### src/hw/rtl/fpcr_pkg.sv
// Shared types and constants for the false-position cubic root finder.
// Used by fpcr_ctrl, fpcr_dp and the top level false_position_cubic_root.
`default_nettype none

package fpcr_pkg;

   // Constant term multiplier of the cubic f(x) = x^3 + x^2 + 3x - 3.
   localparam int CUBIC_K = 3;
   // The secant step magnitude is clamped to 2^QUOT_LOG.
   localparam int QUOT_LOG = 40;
   // Bits of the dividend walked by the restoring divider.
   localparam int DIV_STEPS = 96;
   localparam int STEP_BITS = 7;

   localparam logic [31:0] TOL_RESET = 32'd66;
   localparam logic [9:0]  LIM_RESET = 10'd100;

   typedef enum logic [0:0] {
      REG_TOL = 1'b0,
      REG_LIM = 1'b1
   } reg_type;

   typedef enum logic [1:0] {
      ST_CONV  = 2'd0,
      ST_LIMIT = 2'd1,
      ST_FLAT  = 2'd2
   } status_type;

   typedef enum logic [4:0] {
      S_IDLE, S_LOAD, S_CUB_SQ, S_CUB_LO, S_CUB_HI, S_CUB_ADD1, S_CUB_ADD2,
      S_CUB_ADD3, S_PUT, S_DIFF, S_CHECK, S_PR_LO, S_PR_HI, S_DIV_INIT,
      S_DIV, S_XCALC, S_DECIDE, S_FINISH
   } state_type;

   typedef enum logic [1:0] {
      D_FA, D_FB, D_FX
   } dest_type;

   typedef enum logic [4:0] {
      OP_NONE, OP_LOAD, OP_PUT_FA, OP_PUT_FB, OP_SQ, OP_CU_LO, OP_CU_HI,
      OP_ADD_SQ, OP_ADD_LIN, OP_ADD_K, OP_DIFF, OP_PR_LO, OP_PR_HI,
      OP_DIV_INIT, OP_DIV_STEP, OP_XCALC, OP_STEP, OP_COUNT, OP_OUT
   } op_type;

   typedef struct packed {
      op_type     op;
      status_type kind;
   } cmd_type;

   typedef struct packed {
      logic flat;
      logic conv;
      logic limit_hit;
   } dp_stat_type;

endpackage

`default_nettype wire

### src/hw/rtl/fpcr_ctrl.sv
// Sequencer for the root finder: issues at most one datapath command per cycle.
// Depends on fpcr_pkg; drives fpcr_dp through cmd_type / dp_stat_type.
`default_nettype none

module fpcr_ctrl (
   input  wire                   clock,
   input  wire                   reset,
   input  wire                   req_tvalid,
   output logic                  req_tready,
   output logic                  rsp_tvalid,
   input  wire                   rsp_tready,
   input  fpcr_pkg::dp_stat_type stat,
   output fpcr_pkg::cmd_type     cmd
);

   fpcr_pkg::state_type  state_ff, state_in;
   fpcr_pkg::dest_type   dest_ff, dest_in;
   fpcr_pkg::status_type code_ff, code_in;
   logic [fpcr_pkg::STEP_BITS-1:0] step_ff, step_in;
   logic rsp_valid_ff, rsp_valid_in;
   logic out_ok;

   assign req_tready = (state_ff == fpcr_pkg::S_IDLE);
   assign rsp_tvalid = rsp_valid_ff;
   assign out_ok     = !rsp_valid_ff || rsp_tready;

   always_comb begin
      state_in = state_ff;
      case (state_ff)
         fpcr_pkg::S_IDLE:     if (req_tvalid) state_in = fpcr_pkg::S_LOAD;
         fpcr_pkg::S_LOAD:     state_in = fpcr_pkg::S_CUB_SQ;
         fpcr_pkg::S_CUB_SQ:   state_in = fpcr_pkg::S_CUB_LO;
         fpcr_pkg::S_CUB_LO:   state_in = fpcr_pkg::S_CUB_HI;
         fpcr_pkg::S_CUB_HI:   state_in = fpcr_pkg::S_CUB_ADD1;
         fpcr_pkg::S_CUB_ADD1: state_in = fpcr_pkg::S_CUB_ADD2;
         fpcr_pkg::S_CUB_ADD2: state_in = fpcr_pkg::S_CUB_ADD3;
         fpcr_pkg::S_CUB_ADD3: begin
            state_in = (dest_ff == fpcr_pkg::D_FX) ? fpcr_pkg::S_DECIDE : fpcr_pkg::S_PUT;
         end
         fpcr_pkg::S_PUT: begin
            state_in = (dest_ff == fpcr_pkg::D_FA) ? fpcr_pkg::S_CUB_SQ : fpcr_pkg::S_DIFF;
         end
         fpcr_pkg::S_DIFF:     state_in = fpcr_pkg::S_CHECK;
         fpcr_pkg::S_CHECK: begin
            state_in = stat.flat ? fpcr_pkg::S_FINISH : fpcr_pkg::S_PR_LO;
         end
         fpcr_pkg::S_PR_LO:    state_in = fpcr_pkg::S_PR_HI;
         fpcr_pkg::S_PR_HI:    state_in = fpcr_pkg::S_DIV_INIT;
         fpcr_pkg::S_DIV_INIT: state_in = fpcr_pkg::S_DIV;
         fpcr_pkg::S_DIV: begin
            if (step_ff == fpcr_pkg::STEP_BITS'(fpcr_pkg::DIV_STEPS - 1)) begin
               state_in = fpcr_pkg::S_XCALC;
            end
         end
         fpcr_pkg::S_XCALC:    state_in = fpcr_pkg::S_CUB_SQ;
         fpcr_pkg::S_DECIDE: begin
            if (stat.conv || stat.limit_hit) state_in = fpcr_pkg::S_FINISH;
            else state_in = fpcr_pkg::S_DIFF;
         end
         fpcr_pkg::S_FINISH:   if (out_ok) state_in = fpcr_pkg::S_IDLE;
         default:              state_in = fpcr_pkg::S_IDLE;
      endcase
   end

   always_comb begin
      cmd.op       = fpcr_pkg::OP_NONE;
      cmd.kind     = code_ff;
      dest_in      = dest_ff;
      code_in      = code_ff;
      step_in      = step_ff;
      rsp_valid_in = rsp_valid_ff && !rsp_tready;
      case (state_ff)
         fpcr_pkg::S_IDLE: ;
         fpcr_pkg::S_LOAD: begin
            cmd.op  = fpcr_pkg::OP_LOAD;
            dest_in = fpcr_pkg::D_FA;
         end
         fpcr_pkg::S_CUB_SQ:   cmd.op = fpcr_pkg::OP_SQ;
         fpcr_pkg::S_CUB_LO:   cmd.op = fpcr_pkg::OP_CU_LO;
         fpcr_pkg::S_CUB_HI:   cmd.op = fpcr_pkg::OP_CU_HI;
         fpcr_pkg::S_CUB_ADD1: cmd.op = fpcr_pkg::OP_ADD_SQ;
         fpcr_pkg::S_CUB_ADD2: cmd.op = fpcr_pkg::OP_ADD_LIN;
         fpcr_pkg::S_CUB_ADD3: cmd.op = fpcr_pkg::OP_ADD_K;
         fpcr_pkg::S_PUT: begin
            if (dest_ff == fpcr_pkg::D_FA) begin
               cmd.op  = fpcr_pkg::OP_PUT_FA;
               dest_in = fpcr_pkg::D_FB;
            end else begin
               cmd.op = fpcr_pkg::OP_PUT_FB;
            end
         end
         fpcr_pkg::S_DIFF:     cmd.op = fpcr_pkg::OP_DIFF;
         fpcr_pkg::S_CHECK:    code_in = fpcr_pkg::ST_FLAT;
         fpcr_pkg::S_PR_LO:    cmd.op = fpcr_pkg::OP_PR_LO;
         fpcr_pkg::S_PR_HI:    cmd.op = fpcr_pkg::OP_PR_HI;
         fpcr_pkg::S_DIV_INIT: begin
            cmd.op  = fpcr_pkg::OP_DIV_INIT;
            step_in = '0;
         end
         fpcr_pkg::S_DIV: begin
            cmd.op  = fpcr_pkg::OP_DIV_STEP;
            step_in = step_ff + 1'b1;
         end
         fpcr_pkg::S_XCALC: begin
            cmd.op  = fpcr_pkg::OP_XCALC;
            dest_in = fpcr_pkg::D_FX;
         end
         fpcr_pkg::S_DECIDE: begin
            if (stat.conv) begin
               code_in = fpcr_pkg::ST_CONV;
            end else if (stat.limit_hit) begin
               cmd.op  = fpcr_pkg::OP_COUNT;
               code_in = fpcr_pkg::ST_LIMIT;
            end else begin
               cmd.op = fpcr_pkg::OP_STEP;
            end
         end
         fpcr_pkg::S_FINISH: begin
            if (out_ok) begin
               cmd.op       = fpcr_pkg::OP_OUT;
               rsp_valid_in = 1'b1;
            end
         end
         default: ;
      endcase
   end

   always_ff @(posedge clock) begin
      if (reset) begin
         state_ff     <= fpcr_pkg::S_IDLE;
         dest_ff      <= fpcr_pkg::D_FA;
         code_ff      <= fpcr_pkg::ST_CONV;
         step_ff      <= '0;
         rsp_valid_ff <= 1'b0;
      end else begin
         state_ff     <= state_in;
         dest_ff      <= dest_in;
         code_ff      <= code_in;
         step_ff      <= step_in;
         rsp_valid_ff <= rsp_valid_in;
      end
   end

endmodule

`default_nettype wire

### config.mk
export PLATFORM = sky130hd
export DESIGN_NAME = fpcr_ctrl
export DESIGN_NICKNAME = d
export VERILOG_FILES = /design/src/hw/rtl/fpcr_pkg.sv /design/src/hw/rtl/fpcr_ctrl.sv
export SDC_FILE = /design/constraint.sdc
export NUM_CORES = 1
export LEC_CHECK = 0
export BUFFER_PORTS_ARGS = -buffer_cell sky130_fd_sc_hd__buf_2
export CAP_MARGIN = 0
export CORE_ASPECT_RATIO = 2
export CORE_UTILIZATION = 42
export CTS_CLUSTER_DIAMETER = 60
export DETAILED_ROUTE_END_ITERATION = 8
export GPL_TIMING_DRIVEN = 1
export SYNTH_ARGS = -nofsm -noshare
export SYNTH_HDL_FRONTEND = slang
export SYNTH_SLANG_ARGS = --single-unit
### constraint.sdc
create_clock -name clock -period 2.32 [get_ports clock]
set_input_delay 0.348 -clock clock [delete_from_list [all_inputs] [get_ports clock]]
set_output_delay 0.348 -clock clock [all_outputs]
set_load 0.03 [all_outputs]
==> metrics.cfg, run 1 <==
[outcome]
status = finished clean

[placed_design]
port_buffers = 15
place_worst_setup_slack_ps = 310
gp_congestion = 0.793
place_area_um2 = 1230
dp_hpwl_mm = 2.18

[logic_synthesis]
synth-xor-area-share_pct = 3.08
yosys_most_used_dff = dfxtp_1
synth_top_area_share_pct = 29.9
syn_nets = 162
synth_compound_area_share_pct = 24.4
synth_simple_gate_area_share_pct = 35.2
synth_top_area_cell = dfxtp_1
async_flop_share_pct = 0
synth_area_um2 = 1140
synth.avg_cell_area_um2 = 7.39
synth_cell_types = 43
synth-seq-cells = 17
yosysMostFrequentCell = dfxtp_1
synthMuxAreaShare_pct = 0.880
synth_edf_count = 0
ys_warn_count = 0
synthAdderAreaFrac_pct = 1.10
synthTopCellsByCount = dfxtp_1 (17), nor2_1 (16), nand2_1 (15)
synth_area_leaders = dfxtp_1 (30%), a21oi_1 (5.7%), nor2_1 (5.3%)
synth_top_family_by_area = simple AND/OR/NAND/NOR gates
netlist_instances = 154
seq_area_frac_synth_pct = 29.9

[global_route]
track_usage_pct = 21.3
grt_pass1_vias = 1014
grt_pass1_wl_mm = 4.52
grt_max_degree = 24
overflow = 0
antenna_found_initial = 0

[clocking]
cts_num_sinks = 17
numCtsBuffers = 3
clk_path_buf_depth = 2
cts_root_buf = clkbuf_8
clk_latency_ps = 250
clkTransAtPathRegs_ps = 70
h-tree-depth = 1
cts_tree = done

[sta]
post-route-period-util_pct = 91.3
min_period_ps = 2120
maxSlewHeadroom_pct = 57.6
rsz0062_at_grt = false
fmax_ghz = 0.472
finClkSkew_ps = 2.03
final.setup.worst_slack_ps = 201
slew_violations = 0
setup_violations = 0
tns_ps = 0
tightest_slew_ps = 630
finalHoldViolCount = 0

[worst_setup_path]
critPathLaunchType = flip-flop
critPathMaxStageDelay_ps = 450
path_class = reg -> out
critical_path.top_delay_family = simple AND/OR/NAND/NOR gates
r2r-start = state_ff[0]
reg2reg_to = step_ff[3]
cp_cell_sequence = or3_1 -> nor3b_2 -> nand3b_1 -> o21ai_0 -> buf_2
cp.required_ps = 1970
cp_slowest_cell = dfxtp_2
crit_arrival_ps = 1770
reg2reg_depth = 5
worstSetupEndpointType = output port
critPathBufInv = 1
critPathMaxFanout = 23
worst-r2r-setup-slack_ps = 500

[floorplanning]
dieArea_um2 = 2930
start_util_pct = 44.3
core_um2 = 2570
die_h_um = 75.6
rows = 26
ios = 16
die_w_um = 38.8

[pwr]
internal-power_mw = 0.753
combinationalPowerShare_pct = 51.7
power.switching_mw = 0.689
p_leak_nw = 0.488
p_per_area_nw_per_um2 = 1130
pwr-share-clk_pct = 15.4
vdd_drop_max_uv = 549
swShare_pct = 47.8
seqPwrFrac_pct = 32.9

[finish]
drive_above_1_share_pct = 16.9
fillerInstances = 269
synthToLayoutAreaGrowth_pct = 12.1
fin_area_um2 = 1270
antenna_cells = 0
nNetsFinal = 175

[routing]
avgRoutedWirePerCell_um = 14.6
routed_wl_mm = 2.84
top_layer = met4
wl_met3_um = 55
wl_met2_mm = 1.56
wl_met1_mm = 1.16
via_per_inst = 5.94
drt_iter0_drc = 22
ant_nets = 0
drtPass1Iterations = 5
route.detailed.drc = 0
vias = 1153

[hold_path]
hold_end = code_ff[0]
hold_start = stat[1]
hp-class = in -> reg
min_delay_path_depth = 2

[run]
drv_cap = 0

[cells in the final DEF, fill, tap and decap left out, drive strengths merged, types with 5 or more instances in the layout]
cell type / instances
buf: 19
dfxtp: 17
nor2: 16
nand2: 15
a21oi: 13
nor3: 9
o21ai: 9
nor2b: 5
nand3: 5
[routing by layer]
metal	GRT usage, %	vias up
met3	2.04	8
met1	25.3	537
met4	9.20	0
li1	-	586
met5	0	-
met2	37.2	22
[sequential cells by signal (all words and copies together) (netlist names)]
signal	count
state_ff	5
code_ff	2
rsp_tvalid	1
step_ff	7
dest_ff	2
[cell type report]
| cell class | instances | area [um2] | area share [%] |
|---|---|---|---|
| Inverter | 3 | 11.3 | 0.883 |
| Tap cell | 28 | 35.0 | 2.75 |
| Sequential cell | 17 | 343 | 26.9 |
| Multi-Input combinational cell | 123 | 736 | 57.7 |
| Clock buffer | 4 | 45.0 | 3.53 |
| Timing Repair Buffer | 19 | 105 | 8.24 |
[kinds of logic (layout without fill, tap and decap cells)]
kind of cell             Yosys count  after routing
adder cells (fa/ha/maj)            1              1
XOR/XNOR                           4              4
flip-flops                        17             17
buffers and inverters             14             26
AND/OR/NAND/NOR                   73             73
AO/OA/AOI/OAI                     44             44
multiplexers                       1              1
[what timing repair did]
action	CTS	global route
gates resized for setup	0	2
hold buffers	0	0
setup endpoints to repair	0	2
buffers inserted	0	0
[per-stage QoR]
stage | total power, mW | utilization [%] | instances | hold slack, ps
final | 1.44 | 49.6 | 194 | 357
after global routing | 1.55 | 49.6 | 194 | 364
after CTS | 1.44 | 49.5 | 194 | 357
after detailed placement | 1.22 | 47.8 | 190 | 470
after global placement | 1.20 | 47.8 | 190 | 462
after floorplan | 1.04 | - | 154 | 420
[power groups by stage]
stage                     registers [mW]  logic [mW]  clock network, mW
after detailed placement           0.472       0.744                  0
after global routing               0.489       0.821              0.238
final                              0.474       0.746              0.222
after CTS                          0.465       0.746              0.231
after floorplan                    0.369       0.668                  0
after global placement             0.467       0.736                  0
[how the worst max path moves through the flow]
| stage | from | end | slack [ps] | depth (start not counted) |
|---|---|---|---|---|
| global placement | state_ff[1] | step_ff[4] | 370 | 4 |
| global route | state_ff[1] | cmd[2] | 90 | 5 |
| detailed placement | state_ff[1] | cmd[2] | 310 | 5 |
| finish | state_ff[1] | cmd[2] | 200 | 5 |
| floorplan | state_ff[3] | cmd[2] | 330 | 5 |
| CTS | state_ff[1] | cmd[2] | 40 | 5 |
Power figures use the tool's default switching activity.
==> run 2, diff against run 1 <==
- CELL_PAD_IN_SITES_DETAIL_PLACEMENT: default -> 0
- CELL_PAD_IN_SITES_GLOBAL_PLACEMENT: default -> 2
- CORE_MARGIN: default -> 2
- CORE_UTILIZATION: 42 -> 34
- PLACE_DENSITY_LB_ADDON: default -> 0.1
==> run 2 against run 1 <==
Effect of this change:
- clock skew grew 1.6 ps
- global-route usage decreased by 2.9 points
- cell area up 2.2%
- fmax up 0.72%
- register-to-register slack is essentially flat
- combinational power increased by 15%
- cell count increased by 3.1%
- sequential power down 12%
- critical path depth unchanged
==> metrics.cfg, run 2 (same netlist as run 1, synthesis figures left out) <==
[worst_setup_path]
cp_cell_sequence = or3_1 -> nor3b_2 -> nand3b_1 -> o21ai_0 -> buf_2
critical_path.top_delay_family = simple AND/OR/NAND/NOR gates
path_class = reg -> out
critPathMaxStageDelay_ps = 430  ; -20 ps
critPathLaunchType = flip-flop
cp_slowest_cell = or3_1
cp.required_ps = 1970  ; about the same
critPathBufInv = 1  ; unchanged
crit_arrival_ps = 1760  ; about the same
worstSetupEndpointType = output port
critPathMaxFanout = 9  ; -61%

[global_route]
grt_pass1_vias = 1162  ; +15%
track_usage_pct = 18.4  ; -2.9 points
antenna_found_initial = 0  ; unchanged
grt_pass1_wl_mm = 5.34  ; +18%
grt_max_degree = 19  ; -21%
overflow = 0  ; unchanged

[clocking]
clkTransAtPathRegs_ps = 70  ; about the same
cts_num_sinks = 17  ; unchanged
clk_path_buf_depth = 2  ; unchanged
ctsHoldBuffers = 0  ; unchanged
h-tree-depth = 1  ; unchanged
clk_latency_ps = 260  ; about the same
cts_tree = done
cts_root_buf = clkbuf_8
numCtsBuffers = 3  ; unchanged
cts_setup_buffers = 0  ; unchanged

[routing]
drt_iter0_drc = 23  ; +4.5%
route.detailed.drc = 0  ; unchanged
ant_nets = 0  ; unchanged
vias = 1179  ; +2.3%
drtPass1Iterations = 4  ; -1
routed_wl_mm = 3.11  ; +9.5%
via_per_inst = 5.90  ; -0.81%
avgRoutedWirePerCell_um = 15.5  ; +6.2%

[sta]
min_period_ps = 2100  ; -15.1 ps
finClkSkew_ps = 3.59  ; +1.56 ps
fmax_ghz = 0.475  ; +0.72%
maxSlewHeadroom_pct = 63.1  ; +5.6 points
post-route-period-util_pct = 90.7  ; -0.65 points
final.setup.worst_slack_ps = 216  ; +15.1 ps
slew_violations = 0  ; unchanged
whs_ps = 358  ; +0.721 ps
tightest_slew_ps = 547  ; -82.5 ps
setup_violations = 0  ; unchanged
rsz0062_at_grt = false
finalHoldViolCount = 0  ; unchanged
tns_ps = 0  ; unchanged

[floorplanning]
die_h_um = 85.8  ; +13%
ios = 16  ; unchanged
rows = 29  ; +12%
core_um2 = 3190  ; +24%
dieArea_um2 = 3850  ; +31%
die_w_um = 44.9  ; +16%
start_util_pct = 35.6  ; -8.6 points

[finish]
mostFrequentLayoutCell = dfxtp_1
top_register = step_ff
top_regs = step_ff: 7 flops, state_ff: 5 flops
mostFrequentLayoutCells = dfxtp_1 (17), nand2_1 (15), nor2_1 (15), buf_2 (15), a21oi_1 (13)
antenna_cells = 0  ; unchanged
nNetsFinal = 178  ; +1.7%
largest_reg_flops = 7  ; unchanged
drive_above_1_share_pct = 18.3  ; +1.5 points
fin_area_um2 = 1300  ; +2.2%
synthToLayoutAreaGrowth_pct = 14.5
finalNonFillerCells = 200  ; +3.1%
post-route-util_pct = 40.8  ; -8.8 points

[placed_design]
gp_congestion = 0.805  ; +1.5%
dp_cells = 196  ; +3.2%
place_area_um2 = 1250  ; +2.1%
dp_hpwl_mm = 2.45  ; +12%
place_worst_setup_slack_ps = 398  ; +88.0 ps
port_buffers = 15  ; unchanged

[hold_path]
hp-class = in -> reg

[outcome]
status = finished clean

[pwr]
p_per_area_nw_per_um2 = 1160  ; +2.2%
p_leak_nw = 0.506  ; +3.7%
p_total_mw = 1.51  ; +4.4%
vdd_drop_max_uv = 466  ; -15%

[run]
drv_cap = 0  ; unchanged

==> run 2: timing repair <==
item,in CTS,in global routing
endpoints found under the setup margin,0,1
endpoints found under the hold margin,0,0
gates resized for setup,0,1
==> run 2: final cells by class <==
| class | count | area (um2) |
|---|---|---|
| Clock inverter | 1 | 5.00 |
| Clock buffer | 3 | 41.3 |
| Tap cell | 31 | 38.8 |
| Timing Repair Buffer | 22 | 128 |
| Sequential cell | 17 | 340 |
| Inverter | 3 | 11.3 |
| Multi-Input combinational cell | 123 | 738 |
| Fill cell | 366 | 1890 |
==> run 2: metal layers <==
metal,track usage [%],part of all wire [%],vias to the layer above
met4,10.4,4.3,0
met2,32.7,56,23
met1,19.7,37,552
met5,0,0,-
li1,-,-,592
met3,2.53,2.6,12
==> run 2: final timing paths <==
check,start,to,slack [ps],cells after the start
worst max-delay path,state_ff[0],cmd[2],220,5
worst min-delay path,stat[1],code_ff[0],360,2
worst max register to register,state_ff[0],step_ff[4],510,5
worst min register to register,code_ff[1],code_ff[1],480,2
==> run 2: power by group <==
part | total (mW) | leakage (nW) | internal, mW | switching (mW)
logic | 0.859 | 0.342 | 0.330 | 0.529
clock network | 0.229 | 0.0255 | 0.119 | 0.110
registers | 0.417 | 0.138 | 0.331 | 0.0858
